File: config.mk
export PLATFORM = sky130hd
export DESIGN_NAME = igat_ctrl
export DESIGN_NICKNAME = d
export VERILOG_FILES = /design/src/design/igat_pkg.sv /design/src/design/igat_ctrl.sv
export SDC_FILE = /design/constraint.sdc
export NUM_CORES = 1
export LEC_CHECK = 0
export BUFFER_PORTS_ARGS = -buffer_cell sky130_fd_sc_hd__buf_2
export CAP_MARGIN = 0
export CORE_MARGIN = 2
export CORE_UTILIZATION = 27
export DETAILED_ROUTE_END_ITERATION = 7
export GPL_TIMING_DRIVEN = 0
export PLACE_DENSITY = 0.6
export SLEW_MARGIN = 20
export SYNTH_ARGS = -nofsm -noshare
export SYNTH_HDL_FRONTEND = slang
export SYNTH_SLANG_ARGS = --single-unit
export TNS_END_PERCENT = 20
File: constraint.sdc
create_clock -name clk -period 1.71 [get_ports clk]
set_input_delay 0.0855 -clock clk [delete_from_list [all_inputs] [get_ports clk]]
set_output_delay 0.0855 -clock clk [all_outputs]
set_load 0.05 [all_outputs]
File: src/design/igat_pkg.sv
package igat_pkg;

  // Table geometry
  localparam int NUM_ROWS = 1024;
  localparam int NUM_COLS = 4;
  localparam int ROW_W    = $clog2(NUM_ROWS);
  localparam int RCNT_W   = ROW_W + 1;
  localparam int COL_W    = 2;
  localparam int SUM_W    = 48;
  localparam int CNT_W    = 16;
  localparam int VAL_W    = 32;
  localparam int STEP_W   = 6;
  localparam logic [STEP_W-1:0] DIV_STEPS = STEP_W'(SUM_W);

  // Item operations
  localparam logic [2:0] OP_ACC  = 3'd0;
  localparam logic [2:0] OP_CLR  = 3'd1;
  localparam logic [2:0] OP_RD   = 3'd2;
  localparam logic [2:0] OP_MAX  = 3'd3;
  localparam logic [2:0] OP_NEXT = 3'd4;
  localparam logic [2:0] OP_REW  = 3'd5;
  localparam logic [2:0] OP_RST  = 3'd6;

  // Result status codes
  localparam logic [1:0] ST_OK      = 2'd0;
  localparam logic [1:0] ST_BAD_COL = 2'd1;
  localparam logic [1:0] ST_BAD_ROW = 2'd2;

  // Result kinds
  localparam logic [2:0] E_ERR  = 3'd0;
  localparam logic [2:0] E_CLR  = 3'd1;
  localparam logic [2:0] E_AVG  = 3'd2;
  localparam logic [2:0] E_MAX  = 3'd3;
  localparam logic [2:0] E_WALK = 3'd4;
  localparam logic [2:0] E_WEND = 3'd5;

  // Memory write kinds
  localparam logic [1:0] WR_ACC    = 2'd0;
  localparam logic [1:0] WR_CLRCNT = 2'd1;
  localparam logic [1:0] WR_ZERO   = 2'd2;

  // Memory address sources
  localparam logic [1:0] A_ITEM = 2'd0;
  localparam logic [1:0] A_IDX  = 2'd1;
  localparam logic [1:0] A_CUR  = 2'd2;

  // Configuration register indexes
  localparam logic REG_ROWS = 1'b0;
  localparam logic REG_COLS = 1'b1;

  typedef struct packed {
    logic [2:0]              op;
    logic [ROW_W-1:0]        row;
    logic [COL_W-1:0]        column;
    logic signed [VAL_W-1:0] value;
    logic                    count_row;
  } in_t;

  typedef struct packed {
    logic [ROW_W-1:0]        row_index;
    logic [COL_W-1:0]        column_index;
    logic signed [VAL_W-1:0] average;
    logic [CNT_W-1:0]        hit_count;
    logic                    found;
    logic                    last;
    logic [1:0]              status;
  } out_t;

  typedef struct packed {
    logic [CNT_W-1:0]                cnt;
    logic [NUM_COLS-1:0][SUM_W-1:0]  sums;
  } row_t;

  typedef struct packed {
    logic       load;
    logic       mem_rd;
    logic       mem_wr;
    logic [1:0] wr_kind;
    logic [1:0] addr_sel;
    logic       div_start;
    logic       emit;
    logic [2:0] emit_kind;
    logic       idx_clr;
    logic       idx_inc;
    logic       col_clr;
    logic       col_inc;
    logic       cur_clr;
    logic       cur_inc;
    logic       best_clr;
    logic       best_upd;
  } cmd_t;

  typedef struct packed {
    logic [2:0] op;
    logic       err;
    logic       idx_end;
    logic       idx_wipe_last;
    logic       cur_end;
    logic       cnt_zero;
    logic       col_last;
    logic       div_done;
  } sts_t;

endpackage

File: src/design/igat_ctrl.sv
module igat_ctrl (
  input  logic            clk,
  input  logic            rst_n,
  input  logic            start,
  output logic            busy,
  input  igat_pkg::sts_t  sts,
  output igat_pkg::cmd_t  cmd
);

  localparam logic [3:0] S_IDLE   = 4'd0;
  localparam logic [3:0] S_WIPE   = 4'd1;
  localparam logic [3:0] S_DEC    = 4'd2;
  localparam logic [3:0] S_ACC    = 4'd3;
  localparam logic [3:0] S_DSTART = 4'd4;
  localparam logic [3:0] S_DIV    = 4'd5;
  localparam logic [3:0] S_CLRROW = 4'd6;
  localparam logic [3:0] S_MRD    = 4'd7;
  localparam logic [3:0] S_MCHK   = 4'd8;
  localparam logic [3:0] S_MDIV   = 4'd9;
  localparam logic [3:0] S_WRD    = 4'd10;
  localparam logic [3:0] S_WCHK   = 4'd11;
  localparam logic [3:0] S_WDS    = 4'd12;
  localparam logic [3:0] S_WDIV   = 4'd13;

  logic [3:0] state_r;
  logic [3:0] state_nxt;

  always_comb begin
    cmd       = '0;
    state_nxt = state_r;
    unique case (state_r)
      S_IDLE: begin
        if (start) begin
          cmd.load  = 1'b1;
          state_nxt = S_DEC;
        end
      end
      // Zero one row per cycle
      S_WIPE: begin
        cmd.mem_wr   = 1'b1;
        cmd.wr_kind  = igat_pkg::WR_ZERO;
        cmd.addr_sel = igat_pkg::A_IDX;
        cmd.idx_inc  = 1'b1;
        if (sts.idx_wipe_last) state_nxt = S_IDLE;
      end
      S_DEC: begin
        unique case (sts.op)
          igat_pkg::OP_ACC, igat_pkg::OP_CLR, igat_pkg::OP_RD: begin
            if (sts.err) begin
              cmd.emit      = 1'b1;
              cmd.emit_kind = igat_pkg::E_ERR;
              state_nxt     = S_IDLE;
            end else begin
              cmd.mem_rd   = 1'b1;
              cmd.addr_sel = igat_pkg::A_ITEM;
              if (sts.op == igat_pkg::OP_ACC) state_nxt = S_ACC;
              else if (sts.op == igat_pkg::OP_CLR) state_nxt = S_CLRROW;
              else state_nxt = S_DSTART;
            end
          end
          igat_pkg::OP_MAX: begin
            if (sts.err) begin
              cmd.emit      = 1'b1;
              cmd.emit_kind = igat_pkg::E_ERR;
              state_nxt     = S_IDLE;
            end else begin
              cmd.idx_clr  = 1'b1;
              cmd.best_clr = 1'b1;
              state_nxt    = S_MRD;
            end
          end
          igat_pkg::OP_NEXT: state_nxt = S_WRD;
          igat_pkg::OP_REW: begin
            cmd.cur_clr = 1'b1;
            state_nxt   = S_IDLE;
          end
          igat_pkg::OP_RST: begin
            cmd.idx_clr = 1'b1;
            cmd.cur_clr = 1'b1;
            state_nxt   = S_WIPE;
          end
          default: state_nxt = S_IDLE;
        endcase
      end
      // Write back the updated sum and count
      S_ACC: begin
        cmd.mem_wr   = 1'b1;
        cmd.wr_kind  = igat_pkg::WR_ACC;
        cmd.addr_sel = igat_pkg::A_ITEM;
        state_nxt    = S_DSTART;
      end
      S_DSTART: begin
        cmd.div_start = 1'b1;
        state_nxt     = S_DIV;
      end
      S_DIV: begin
        if (sts.div_done) begin
          cmd.emit      = 1'b1;
          cmd.emit_kind = igat_pkg::E_AVG;
          state_nxt     = S_IDLE;
        end
      end
      S_CLRROW: begin
        cmd.mem_wr    = 1'b1;
        cmd.wr_kind   = igat_pkg::WR_CLRCNT;
        cmd.addr_sel  = igat_pkg::A_ITEM;
        cmd.emit      = 1'b1;
        cmd.emit_kind = igat_pkg::E_CLR;
        state_nxt     = S_IDLE;
      end
      // Max search: visit rows in order
      S_MRD: begin
        if (sts.idx_end) begin
          cmd.emit      = 1'b1;
          cmd.emit_kind = igat_pkg::E_MAX;
          state_nxt     = S_IDLE;
        end else begin
          cmd.mem_rd   = 1'b1;
          cmd.addr_sel = igat_pkg::A_IDX;
          state_nxt    = S_MCHK;
        end
      end
      S_MCHK: begin
        if (sts.cnt_zero) begin
          cmd.idx_inc = 1'b1;
          state_nxt   = S_MRD;
        end else begin
          cmd.div_start = 1'b1;
          state_nxt     = S_MDIV;
        end
      end
      S_MDIV: begin
        if (sts.div_done) begin
          cmd.best_upd = 1'b1;
          cmd.idx_inc  = 1'b1;
          state_nxt    = S_MRD;
        end
      end
      // Walk: skip unused rows, then emit one word per column
      S_WRD: begin
        if (sts.cur_end) begin
          cmd.emit      = 1'b1;
          cmd.emit_kind = igat_pkg::E_WEND;
          state_nxt     = S_IDLE;
        end else begin
          cmd.mem_rd   = 1'b1;
          cmd.addr_sel = igat_pkg::A_CUR;
          state_nxt    = S_WCHK;
        end
      end
      S_WCHK: begin
        if (sts.cnt_zero) begin
          cmd.cur_inc = 1'b1;
          state_nxt   = S_WRD;
        end else begin
          cmd.col_clr = 1'b1;
          state_nxt   = S_WDS;
        end
      end
      S_WDS: begin
        cmd.div_start = 1'b1;
        state_nxt     = S_WDIV;
      end
      S_WDIV: begin
        if (sts.div_done) begin
          cmd.emit      = 1'b1;
          cmd.emit_kind = igat_pkg::E_WALK;
          if (sts.col_last) begin
            cmd.cur_inc = 1'b1;
            state_nxt   = S_IDLE;
          end else begin
            cmd.col_inc = 1'b1;
            state_nxt   = S_WDS;
          end
        end
      end
      default: state_nxt = S_IDLE;
    endcase
  end

  // Reset starts with a clearing pass over the table
  always_ff @(posedge clk) begin
    if (!rst_n) state_r <= S_WIPE;
    else state_r <= state_nxt;
  end

  assign busy = (state_r != S_IDLE);

  a_rd_wr_excl: assert property (@(posedge clk) disable iff (!rst_n)
    !(cmd.mem_rd && cmd.mem_wr))
    else $error("memory read and write in one cycle");

  a_done_in_wait: assert property (@(posedge clk) disable iff (!rst_n)
    sts.div_done |-> (state_r == S_DIV || state_r == S_MDIV || state_r == S_WDIV))
    else $error("divider finished outside a wait state");

  a_start_then_wait: assert property (@(posedge clk) disable iff (!rst_n)
    cmd.div_start |=> (state_r == S_DIV || state_r == S_MDIV || state_r == S_WDIV))
    else $error("divider started without waiting");

  a_emit_not_idle: assert property (@(posedge clk) disable iff (!rst_n)
    cmd.emit |-> (state_r != S_IDLE && state_r != S_WIPE))
    else $error("result word from idle or clearing");

endmodule

==> parameters.txt, run 1 <==
Parameter                              Value

CTS
  CTS max path bufs    2
  CTS buffer count    3
  Number of H-tree branching levels    1
  Clock transition at the registers of the reported paths    approximately 40 ps
  Clock Sinks    4
  Cell chosen for the clock root    sky130_fd_sc_hd__clkbuf_4
  CTS tree    done
  Number of buffers inserted by hold repair at cts    0
  Clock latency reported for the late side of the worst-skew pair    230 ps

Final layout
  Final-stage net count    167
  Largest registers ranked by flip-flop count    state_r x4
  Final cell count without fillers    183
  Synthesis-to-layout area growth    39.0%
  Biggest register    state_r
  Flip-flop count of the largest register after layout    4
  Final core occ    39.2%
  ANT cells    0
  Ratio of cells with drive above 1 in the final layout    38.8%

Route
  Routed length per instance    14.1 microns
  Number of vias after detailed routing    1,020
  Via density per instance    about 5.6
  Total Routed Length    2.59 mm
  DRC violations left    0
  Detailed Routing Iterations Pass 1    5
  Final ANT Viol Nets    0
  Violation count after the first detailed-route iteration    23

Logic synthesis
  Top cell type's share of synthesized area    10.4%
  Total of flip-flops plus latches after synthesis    4
  Sequential-to-total area share from yosys stat    10.4%
  Number of warnings reported in the yosys synthesis log    0
  Prevailing post-synth register cell    sky130_fd_sc_hd__dfxtp_1
  Proportion of synthesized flip-flops having asynchronous set or reset    0%
  Netlist area before placement    771 sq um
  Net Count, Synth    129
  Mean instance size in the synthesized netlist    6.64 sq um
  Cell taking the most area after synthesis    sky130_fd_sc_hd__dfxtp_1
  Number of enable-type register cells in the synthesized netlist    0
  Count of cell types in the netlist    41
  Post-Synthesis Cells    116
  Leading post-synthesis cells by cell area    sky130_fd_sc_hd__dfxtp_1 (10%), sky130_fd_sc_hd__nor2_1 (8.8%), sky130_fd_sc_hd__nor3_1 (5.8%), sky130_fd_sc_hd__buf_6 (5.8%), sky130_fd_sc_hd__nand2_1 (5.8%)

Hold path
  Hold crit path type    primary input to flip-flop

Pwr
  Worst vdd rail ir drop    between 0.2 and 0.3 mV
  Leak    between 0.4 and 0.5 nW
  Power density over the cells    373 nW/um^2
  Power consumption    0.400 mW

STA
  Total count of max-transition violations in the final report    0
  Number of hold violations in the final report    0
  Crit share post-route    98.6%
  Finish-stage setup viols    0
  Setup repair after global routing missed its margin    true
  Time the final worst path needs with I/O delays and setup    1690 ps
  Worst slew pin tran    284 ps
  Peak clock frequency supported by timing    593 MHz
  Post-route clock skew    between 1 and 1.5 ps
  Max-slew headroom at the worst pin    81.0%

Worst setup path
  Critical path type    flip-flop to output port
  Kind of start point of the critical path    flip-flop
  Critical path peak fanout    10
  Arrival time reported for the critical path endpoint    1600 ps
  Sort of element at the end of the critical path    output port
  Required time reported for the critical path endpoint    1620 ps

Die
  Number of cell rows    19
  Core area    about 2700 sq um
  Num ports    34
  Die Span X    57.4 microns
  Die area    3300 sq um
  Initial Util    28.2%
  Overall die height    around 57 microns

Placed design
  Port Buf Inserts    32
  Placed cells    179
  Final HPWL DP    around 1.9 mm
  RD Place Congestion    0.931

Global routing
  Wire length of the first global-routing pass    roughly 3.9 mm
  Number of antenna violations at the first check in global routing    0
  Vias in the first global route    882
  Overflow left after global routing    0
  Total global-route track usage    between 10 and 15%
  Maximum number of pins on one net before global-route repair    11

Outcome
  Status    complete, no violations

Flow run
  Number of max-cap violations    0
==> critical path, stage by stage (launching register included) <==
cell and delay (ps):
sky130_fd_sc_hd__dfxtp_4 360, sky130_fd_sc_hd__buf_6 140, sky130_fd_sc_hd__and3b_1 190, sky130_fd_sc_hd__o21ai_2 150, sky130_fd_sc_hd__a21oi_2 90, sky130_fd_sc_hd__a311o_1 280, sky130_fd_sc_hd__buf_6 160
==> cells in the final DEF, fill, tap and decap left out, drive strengths merged, types with 5 or more instances in the layout <==
cell type / Yosys / layout
buf: 8 / 40
nor2: 18 / 18
nand2: 12 / 12
nor3: 9 / 9
o21ai: 8 / 8
nand2b: 6 / 6
nand3: 6 / 6
a21oi: 5 / 5
clkbuf: 1 / 5
==> metrics by stage <==
stage	hold WS, ps	TNS, ps	area, sq um	worst slack, ps
floorplan	273	-1270	779	-289
global placement	426	0	978	96.1
detailed placement	431	0	978	54.6
CTS	182	-2.49	1030	-2.49
global route	185	-119	1070	-36.5
finish	185	0	1070	23.2
==> routing by layer <==
| metal | share of wire [%] | global-route usage (%) | vias up | routed length [microns] |
|---|---|---|---|---|
| met5 | 0 | 0 | - | 0 |
| met4 | 0 | 2.99 | 0 | 0 |
| met3 | 6.2 | 2.72 | 0 | 160 |
| met2 | 52 | 25.5 | 39 | 1360 |
| met1 | 41 | 19.0 | 490 | 1070 |
| li1 | - | - | 491 | - |
==> cell type report <==
cell class | count | area (sq um)
multi-input combinational | 98 | 626
buffer | 9 | 75.1
tap | 31 | 38.8
inverter | 5 | 18.8
clock buffer | 3 | 22.5
fill | 291 | 1660
sequential | 4 | 87.6
timing repair buffer | 33 | 203
==> final timing paths <==
kind                    from          to  slack, ps  cells after the start
setup reg to reg  state_r[1]  state_r[2]        280                      6
hold reg to reg   state_r[1]  state_r[3]        680                      3
hold / removal         rst_n  state_r[0]        180                      3
setup / recovery  state_r[3]     cmd[11]         20                      6
==> report_power, final <==
part | switching, mW | internal [mW]
clock network | 0.0387 | 0.0785
logic | 0.126 | 0.0610
registers | 0.00213 | 0.0939
total | 0.166 | 0.233
==> cell usage after synthesis, drive strengths merged, types with 2 or more instances <==
cell type and number:
nor2 18, nand2 12, nor3 9, buf 8, o21ai 8, nand2b 6, nand3 6, a21oi 5
dfxtp 4, inv 4, nor3b 3, or3 3, and2 2, and3 2, nor2b 2, nor4b 2
o211a 2, o21a 2
==> cells by family after synthesis <==
logic type	count (synthesis)	share of synthesized area, %
compound gates	27	25.3
flops	4	10.4
xor+xnor	1	1.14
buf+inv	14	11.4
mux	2	2.76
simple gates	68	49.0
==> what timing repair did <==
item                                    in CTS  in global routing
resized for setup                           10                 14
setup buffers                                1                  0
endpoints found under the setup margin      10                 11
pin swaps                                    1                  2
No activity file was read; power rests on OpenSTA's default activity.
==> inputs of run 2 (changes only) <==
- CORE_UTILIZATION: 27 -> 34
- PLACE_DENSITY: 0.6 -> 0.7
- REMOVE_ABC_BUFFERS: unset -> 1
==> run 2 against run 1 <==
Compared with the run above: final cell count down 2.7%; non-clock buffer count down 2; hold slack better by 12 ps; maximum frequency up 4.7%; utilization up 7.7 points; sequential power up 11%; clock power about the same; combinational power down 14%; first-iteration DRC count down 8.7%; wire length down 15%; design area down 5.0%; critical path depth down 1; critical endpoint unchanged.
==> parameters.txt, run 2 (synthesis results as in run 1) <==
Parameter                              Value

Die
  Die area    2660 sq um (-19%)
  Die Span X    51.6 microns (-10%)
  Initial Util    35.5% (+7.3 points)
  Overall die height    51.6 microns (-10%)
  Num ports    34 (unchanged)
  Number of cell rows    17 (-2)
  Core area    2170 sq um (-21%)

STA
  Peak clock frequency supported by timing    621 MHz (+4.7%)
  Finish-stage setup viols    0 (unchanged)
  Hold slack    196 ps (+11.7 ps)
  Number of hold violations in the final report    0 (unchanged)
  Setup repair after global routing missed its margin    false
  Crit share post-route    94.2% (-4.5 points)
  Total count of max-transition violations in the final report    0 (unchanged)
  Post-route clock skew    1.87 ps (+0.569 ps)
  Max-slew headroom at the worst pin    79.6% (-1.4 points)
  Worst slew pin tran    303 ps (+18.9 ps)
  Time the final worst path needs with I/O delays and setup    1610 ps (-76.3 ps)
  Total negative slack    0 ps (unchanged)

Final layout
  Final cell count without fillers    178 (-2.7%)
  Most used cells in the layout excluding fill and tap cells    sky130_fd_sc_hd__buf_2 (29), sky130_fd_sc_hd__nor2_1 (18), sky130_fd_sc_hd__nand2_1 (12)
  Ratio of cells with drive above 1 in the final layout    36.7% (-2.1 points)
  Flip-flop count of the largest register after layout    4 (unchanged)
  Biggest register    state_r
  Largest registers ranked by flip-flop count    state_r x4
  Synthesis-to-layout area growth    32.0%
  Final-stage net count    165 (-1.2%)
  Most common library cell in the layout ignoring fill and taps    sky130_fd_sc_hd__buf_2
  ANT cells    0 (unchanged)

Route
  Routed length per instance    12.4 microns (-12%)
  Total Routed Length    2.21 mm (-15%)
  Detailed Routing Iterations Pass 1    4 (-1)
  Final ANT Viol Nets    0 (unchanged)
  Violation count after the first detailed-route iteration    21 (-8.7%)
  Via density per instance    5.44 (-2.4%)
  DRC violations left    0 (unchanged)
  Number of vias after detailed routing    968 (-5.1%)

Worst setup path
  Kind of start point of the critical path    flip-flop
  Slowest CP cell    sky130_fd_sc_hd__dfxtp_4
  Flop2flop setup slack    250 ps (-30 ps)
  Cell depth of the worst flop-to-flop path    5 (-1)
  Arrival time reported for the critical path endpoint    1530 ps (-70 ps)
  Launch instance of the worst register-to-register path    state_r[3]
  Capture instance of the worst register-to-register path    state_r[2]
  Critical path peak fanout    14 (+4)
  Required time reported for the critical path endpoint    1620 ps (about the same)
  Termination of the worst setup path    cmd[11]
  Sort of element at the end of the critical path    output port
  Critical path type    flip-flop to output port
  CP max stage delay    430 ps (+70 ps)
  Cells along the critical path    and3b_1 > o21ai_1 > a21oi_1 > a311o_1 > buf_6
  Launching instance or port of the critical path    state_r[2]

CTS
  CTS buffer count    3 (unchanged)
  Cell chosen for the clock root    sky130_fd_sc_hd__clkbuf_4
  Clock transition at the registers of the reported paths    40 ps (about the same)
  CTS tree    done
  Number of H-tree branching levels    1 (unchanged)
  Clock latency reported for the late side of the worst-skew pair    230 ps (about the same)
  Clock Sinks    4 (unchanged)
  CTS max path bufs    2 (unchanged)

Hold path
  Hold crit path type    primary input to flip-flop

Pwr
  Power consumption    0.381 mW (-4.7%)
  Worst vdd rail ir drop    0.229 mV (-17%)
  Power density over the cells    375 nW/um^2 (+0.36%)
  Leak    0.454 nW (-3.3%)

Placed design
  RD Place Congestion    0.911 (-2.2%)
  Placed cells    168 (-6.1%)
  Final HPWL DP    1.54 mm (-18%)
  Port Buf Inserts    33 (+3.1%)

Global routing
  Wire length of the first global-routing pass    3.44 mm (-12%)
  Number of antenna violations at the first check in global routing    0 (unchanged)
  Vias in the first global route    759 (-14%)
  Maximum number of pins on one net before global-route repair    24 (+13)
  Overflow left after global routing    0 (unchanged)
  Total global-route track usage    16.8% (+2.0 points)

Outcome
  Status    complete, no violations

Flow run
  Number of max-cap violations    0 (unchanged)
==> run 2: cell types whose count changed in the layout (fill, tap and decap cells not counted), moves of 2 or more <==
cell and change:
sky130_fd_sc_hd__buf_6 -6, sky130_fd_sc_hd__dfxtp_1 -2, sky130_fd_sc_hd__buf_4 +2, sky130_fd_sc_hd__dfxtp_4 +2
sky130_fd_sc_hd__buf_2 +3
==> run 2: how the worst min path moves through the flow <==
stage                  to  depth (start not counted)  startpoint  slack (ps)
2_1_floorplan  state_r[3]                          2      sts[9]         270
3_3_place_gp   state_r[0]                          3       rst_n         410
3_5_place_dp   state_r[0]                          3       rst_n         420
4_1_cts        state_r[0]                          3       rst_n         180
5_1_grt        state_r[0]                          3       rst_n         220
6_report       state_r[0]                          3       rst_n         200
==> run 2: final cells by class <==
| type | count | area, sq um |
|---|---|---|
| timing repair buffer | 40 | 235 |
| sequential | 4 | 95.1 |
| inverter | 5 | 18.8 |
| fill | 241 | 1150 |
| clock buffer | 3 | 22.5 |
| multi-input combinational | 98 | 611 |
| tap | 28 | 35.0 |
==> run 2: metrics by stage <==
stage	utilization (%)	instance area, sq um	setup WS, ps
finish	46.9	1020	99.4
global route	46.9	1020	6.83
CTS	43.9	952	2.12
detailed placement	41.6	902	-176
global placement	41.6	902	-143
floorplan	-	702	-740
==> run 2: worst max-delay path: cells and delay by family, from the launching register on <==
family                 cells  cell delay (ps)
AO/OA/AOI/OAI              3              510
flip-flops                 1              430
AND/OR/NAND/NOR            1              200
buffers and inverters      1              160
==> run 2: where the power goes <==
part	switching, mW	total [mW]	internal, mW
sequential	0.0139	0.107	0.0928
clock	0.0357	0.114	0.0783
combinational	0.107	0.160	0.0533
total	0.157	0.381	0.224
==> run 2: timing repair <==
item | in CTS | in global routing
hold buffers | 0 | 0
setup buffers | 2 | 5
setup endpoints to repair | 21 | 5
gates resized for setup | 7 | 11
pin swaps | 1 | 0
gates cloned | 0 | 0
==> run 2: metal layers <==
| metal | vias up | share of wire, % | track usage, % |
|---|---|---|---|
| li1 | 487 | - | - |
| met1 | 447 | 44 | 22.2 |
| met2 | 34 | 51 | 28.0 |
| met3 | 0 | 5.4 | 1.72 |
| met4 | 0 | 0 | 6.14 |
| met5 | - | 0 | 0 |
==> inputs of run 3 (changes only) <==
--- a/config.mk
+++ b/config.mk
@@ -9,3 +9,3 @@
 export CAP_MARGIN = 0
-export CORE_MARGIN = 2
+export CORE_MARGIN = 1
 export CORE_UTILIZATION = 34
==> constraint.sdc (replaced) <==
create_clock -name clk -period 1.71 [get_ports clk]
set_input_delay 0 -clock clk [delete_from_list [all_inputs] [get_ports clk]]
set_output_delay 0 -clock clk [all_outputs]
set_load 0.05 [all_outputs]
==> run 3 against run 2 <==
Compared with the run above: worst setup slack better by 7.6 ps; critical path depth is 1 lower; count of clock-buffer cells in the layout unchanged; highest routed layer is now met4; wire length shrank 3.0%.
==> parameters.txt, run 3 (synthesis results as in run 1) <==
Parameter                              Value

STA
  Time the final worst path needs with I/O delays and setup    1600 ps (-7.61 ps)
  Peak clock frequency supported by timing    624 MHz (+0.47%)
  Total count of max-transition violations in the final report    0 (unchanged)
  Max-slew headroom at the worst pin    79.1% (-0.43 points)
  Worst slew pin tran    309 ps (+6.34 ps)
  Post-route clock skew    8.52 ps (+6.66 ps)
  Crit share post-route    93.7% (-0.45 points)
  Finish-stage setup viols    0 (unchanged)
  Setup repair after global routing missed its margin    false
  Number of hold violations in the final report    0 (unchanged)
  Total negative slack    0 ps (unchanged)

Global routing
  Maximum number of pins on one net before global-route repair    27 (+13%)
  Overflow left after global routing    0 (unchanged)
  Wire length of the first global-routing pass    3.42 mm (-0.61%)
  Total global-route track usage    17.5% (+0.71 points)
  Vias in the first global route    787 (+3.7%)
  Number of antenna violations at the first check in global routing    0 (unchanged)

Route
  Total Routed Length    2.14 mm (-3.0%)
  Violation count after the first detailed-route iteration    39 (+86%)
  Final ANT Viol Nets    0 (unchanged)
  Via density per instance    5.55 (+2.0%)
  DRC violations left    0 (unchanged)
  Number of vias after detailed routing    954 (-1.4%)
  Detailed Routing Iterations Pass 1    4 (unchanged)
  Routed length per instance    12.4 microns (+0.35%)

Final layout
  Final cell count without fillers    172 (-3.4%)
  Biggest register    state_r
  Synthesis-to-layout area growth    23.7%
  Final-stage net count    160 (-3.0%)
  Ratio of cells with drive above 1 in the final layout    33.8% (-2.9 points)
  Most common library cell in the layout ignoring fill and taps    sky130_fd_sc_hd__buf_2
  ANT cells    0 (unchanged)
  Flip-flop count of the largest register after layout    4 (unchanged)
  FILL cells    226 (-6.2%)
  Largest registers ranked by flip-flop count    state_r x4
  Most used cells in the layout excluding fill and tap cells    sky130_fd_sc_hd__buf_2 (33), sky130_fd_sc_hd__nor2_1 (18), sky130_fd_sc_hd__nand2_1 (12)

Worst setup path
  Number of buffers and inverters on the critical path    1 (unchanged)
  Cells along the critical path    nor4b_4 > nor3b_2 > and3_1 > buf_2
  Critical path peak fanout    19 (+5)
  Slowest CP cell    sky130_fd_sc_hd__dfxtp_4
  Required time reported for the critical path endpoint    1710 ps (+90 ps)
  Sort of element at the end of the critical path    output port
  Kind of start point of the critical path    flip-flop
  Critical path type    flip-flop to output port
  Kind of cell adding the most delay to the critical path    simple AND/OR/NAND/NOR gates
  CP max stage delay    400 ps (-30 ps)
  Arrival time reported for the critical path endpoint    1600 ps (+70 ps)

Pwr
  Worst vdd rail ir drop    0.177 mV (-23%)
  Power density over the cells    400 nW/um^2 (+6.9%)
  Leak    0.425 nW (-6.5%)

Placed design
  Port Buf Inserts    33 (unchanged)
  RD Place Congestion    0.830 (-8.8%)
  Final HPWL DP    1.51 mm (-1.8%)
  Placed cells    167 (-0.60%)

Die
  Overall die height    49.6 microns (-3.9%)
  Die area    2460 sq um (-7.6%)
  Number of cell rows    16 (-1)
  Core area    2040 sq um (-5.9%)
  Die Span X    49.6 microns (-3.9%)
  Initial Util    37.7% (+2.2 points)
  Num ports    34 (unchanged)

Hold path
  Hold crit path type    primary input to flip-flop

CTS
  Cell chosen for the clock root    sky130_fd_sc_hd__clkbuf_4
  Number of buffers inserted by hold repair at cts    0 (unchanged)
  CTS buffer count    3 (unchanged)
  CTS tree    done
  Number of H-tree branching levels    1 (unchanged)
  Clock Sinks    4 (unchanged)
  Clock latency reported for the late side of the worst-skew pair    240 ps (about the same)
  Clock transition at the registers of the reported paths    30 ps (about the same)
  CTS max path bufs    2 (unchanged)

Outcome
  Status    complete, no violations

Flow run
  Number of max-cap violations    0 (unchanged)
==> run 3: cell count changes in the layout (fill, tap and decap cells not counted) <==
cell	delta
sky130_fd_sc_hd__buf_2	+4
sky130_fd_sc_hd__buf_6	-2
sky130_fd_sc_hd__o32ai_1	+1
sky130_fd_sc_hd__clkbuf_4	-1
sky130_fd_sc_hd__o32ai_2	-1
sky130_fd_sc_hd__buf_4	-6
==> run 3: per-layer routing <==
| layer | wire length [microns] | vias to the layer above | GRT usage (%) |
|---|---|---|---|
| met5 | 0 | - | 0 |
| met4 | 14 | 0 | 5.71 |
| met3 | 162 | 2 | 2.16 |
| met2 | 1000 | 52 | 28.8 |
| met1 | 961 | 425 | 23.2 |
| li1 | - | 475 | - |
==> run 3: final cells by class <==
| type | instances | area [sq um] | area share [%] |
|---|---|---|---|
| Inverter | 5 | 18.8 | 1.97 |
| Clock buffer | 3 | 22.5 | 2.36 |
| Sequential cell | 4 | 95.1 | 9.97 |
| Timing Repair Buffer | 35 | 180 | 18.9 |
| Tap cell | 27 | 33.8 | 3.54 |
| Multi-Input combinational cell | 98 | 603 | 63.3 |
==> run 3: path summary, 6_finish.rpt <==
| path | start | endpoint | slack, ps | depth (start not counted) |
|---|---|---|---|---|
| hold / removal | rst_n | state_r[0] | 100 | 3 |
| setup / recovery | state_r[0] | cmd[1] | 110 | 4 |
| setup reg to reg | state_r[2] | state_r[3] | 280 | 4 |
| hold reg to reg | state_r[1] | state_r[1] | 610 | 1 |
==> run 3: power breakdown <==
group	switching, mW	total, mW	internal (mW)
sequential	0.0146	0.107	0.0927
clock	0.0399	0.118	0.0786
combinational	0.106	0.156	0.0503
==> run 3: worst reg2reg max path: stages, from the launching register on <==
cell	delay, ps
sky130_fd_sc_hd__dfxtp_4	390
sky130_fd_sc_hd__buf_4	190
sky130_fd_sc_hd__o211a_1	220
sky130_fd_sc_hd__o41ai_1	330
sky130_fd_sc_hd__a32oi_1	150
==> run 3: through the flow <==
step	cell area (sq um)	hold WS [ps]	utilization, %	total power, mW	setup WS, ps
finish	953	104	46.7	0.382	107
global route	953	119	46.7	0.410	7.31
CTS	941	81.6	46.1	0.389	13.7
floorplan	702	181	-	0.215	-655
detailed placement	901	327	44.1	0.266	-104
global placement	901	324	44.1	0.263	-62.5
==> run 3: what timing repair did <==
item,4_1_cts,5_1_grt
endpoints found under the hold margin,0,0
setup buffers,1,1
setup endpoints to repair,15,3
pin swaps,1,0
gates resized for setup,6,2
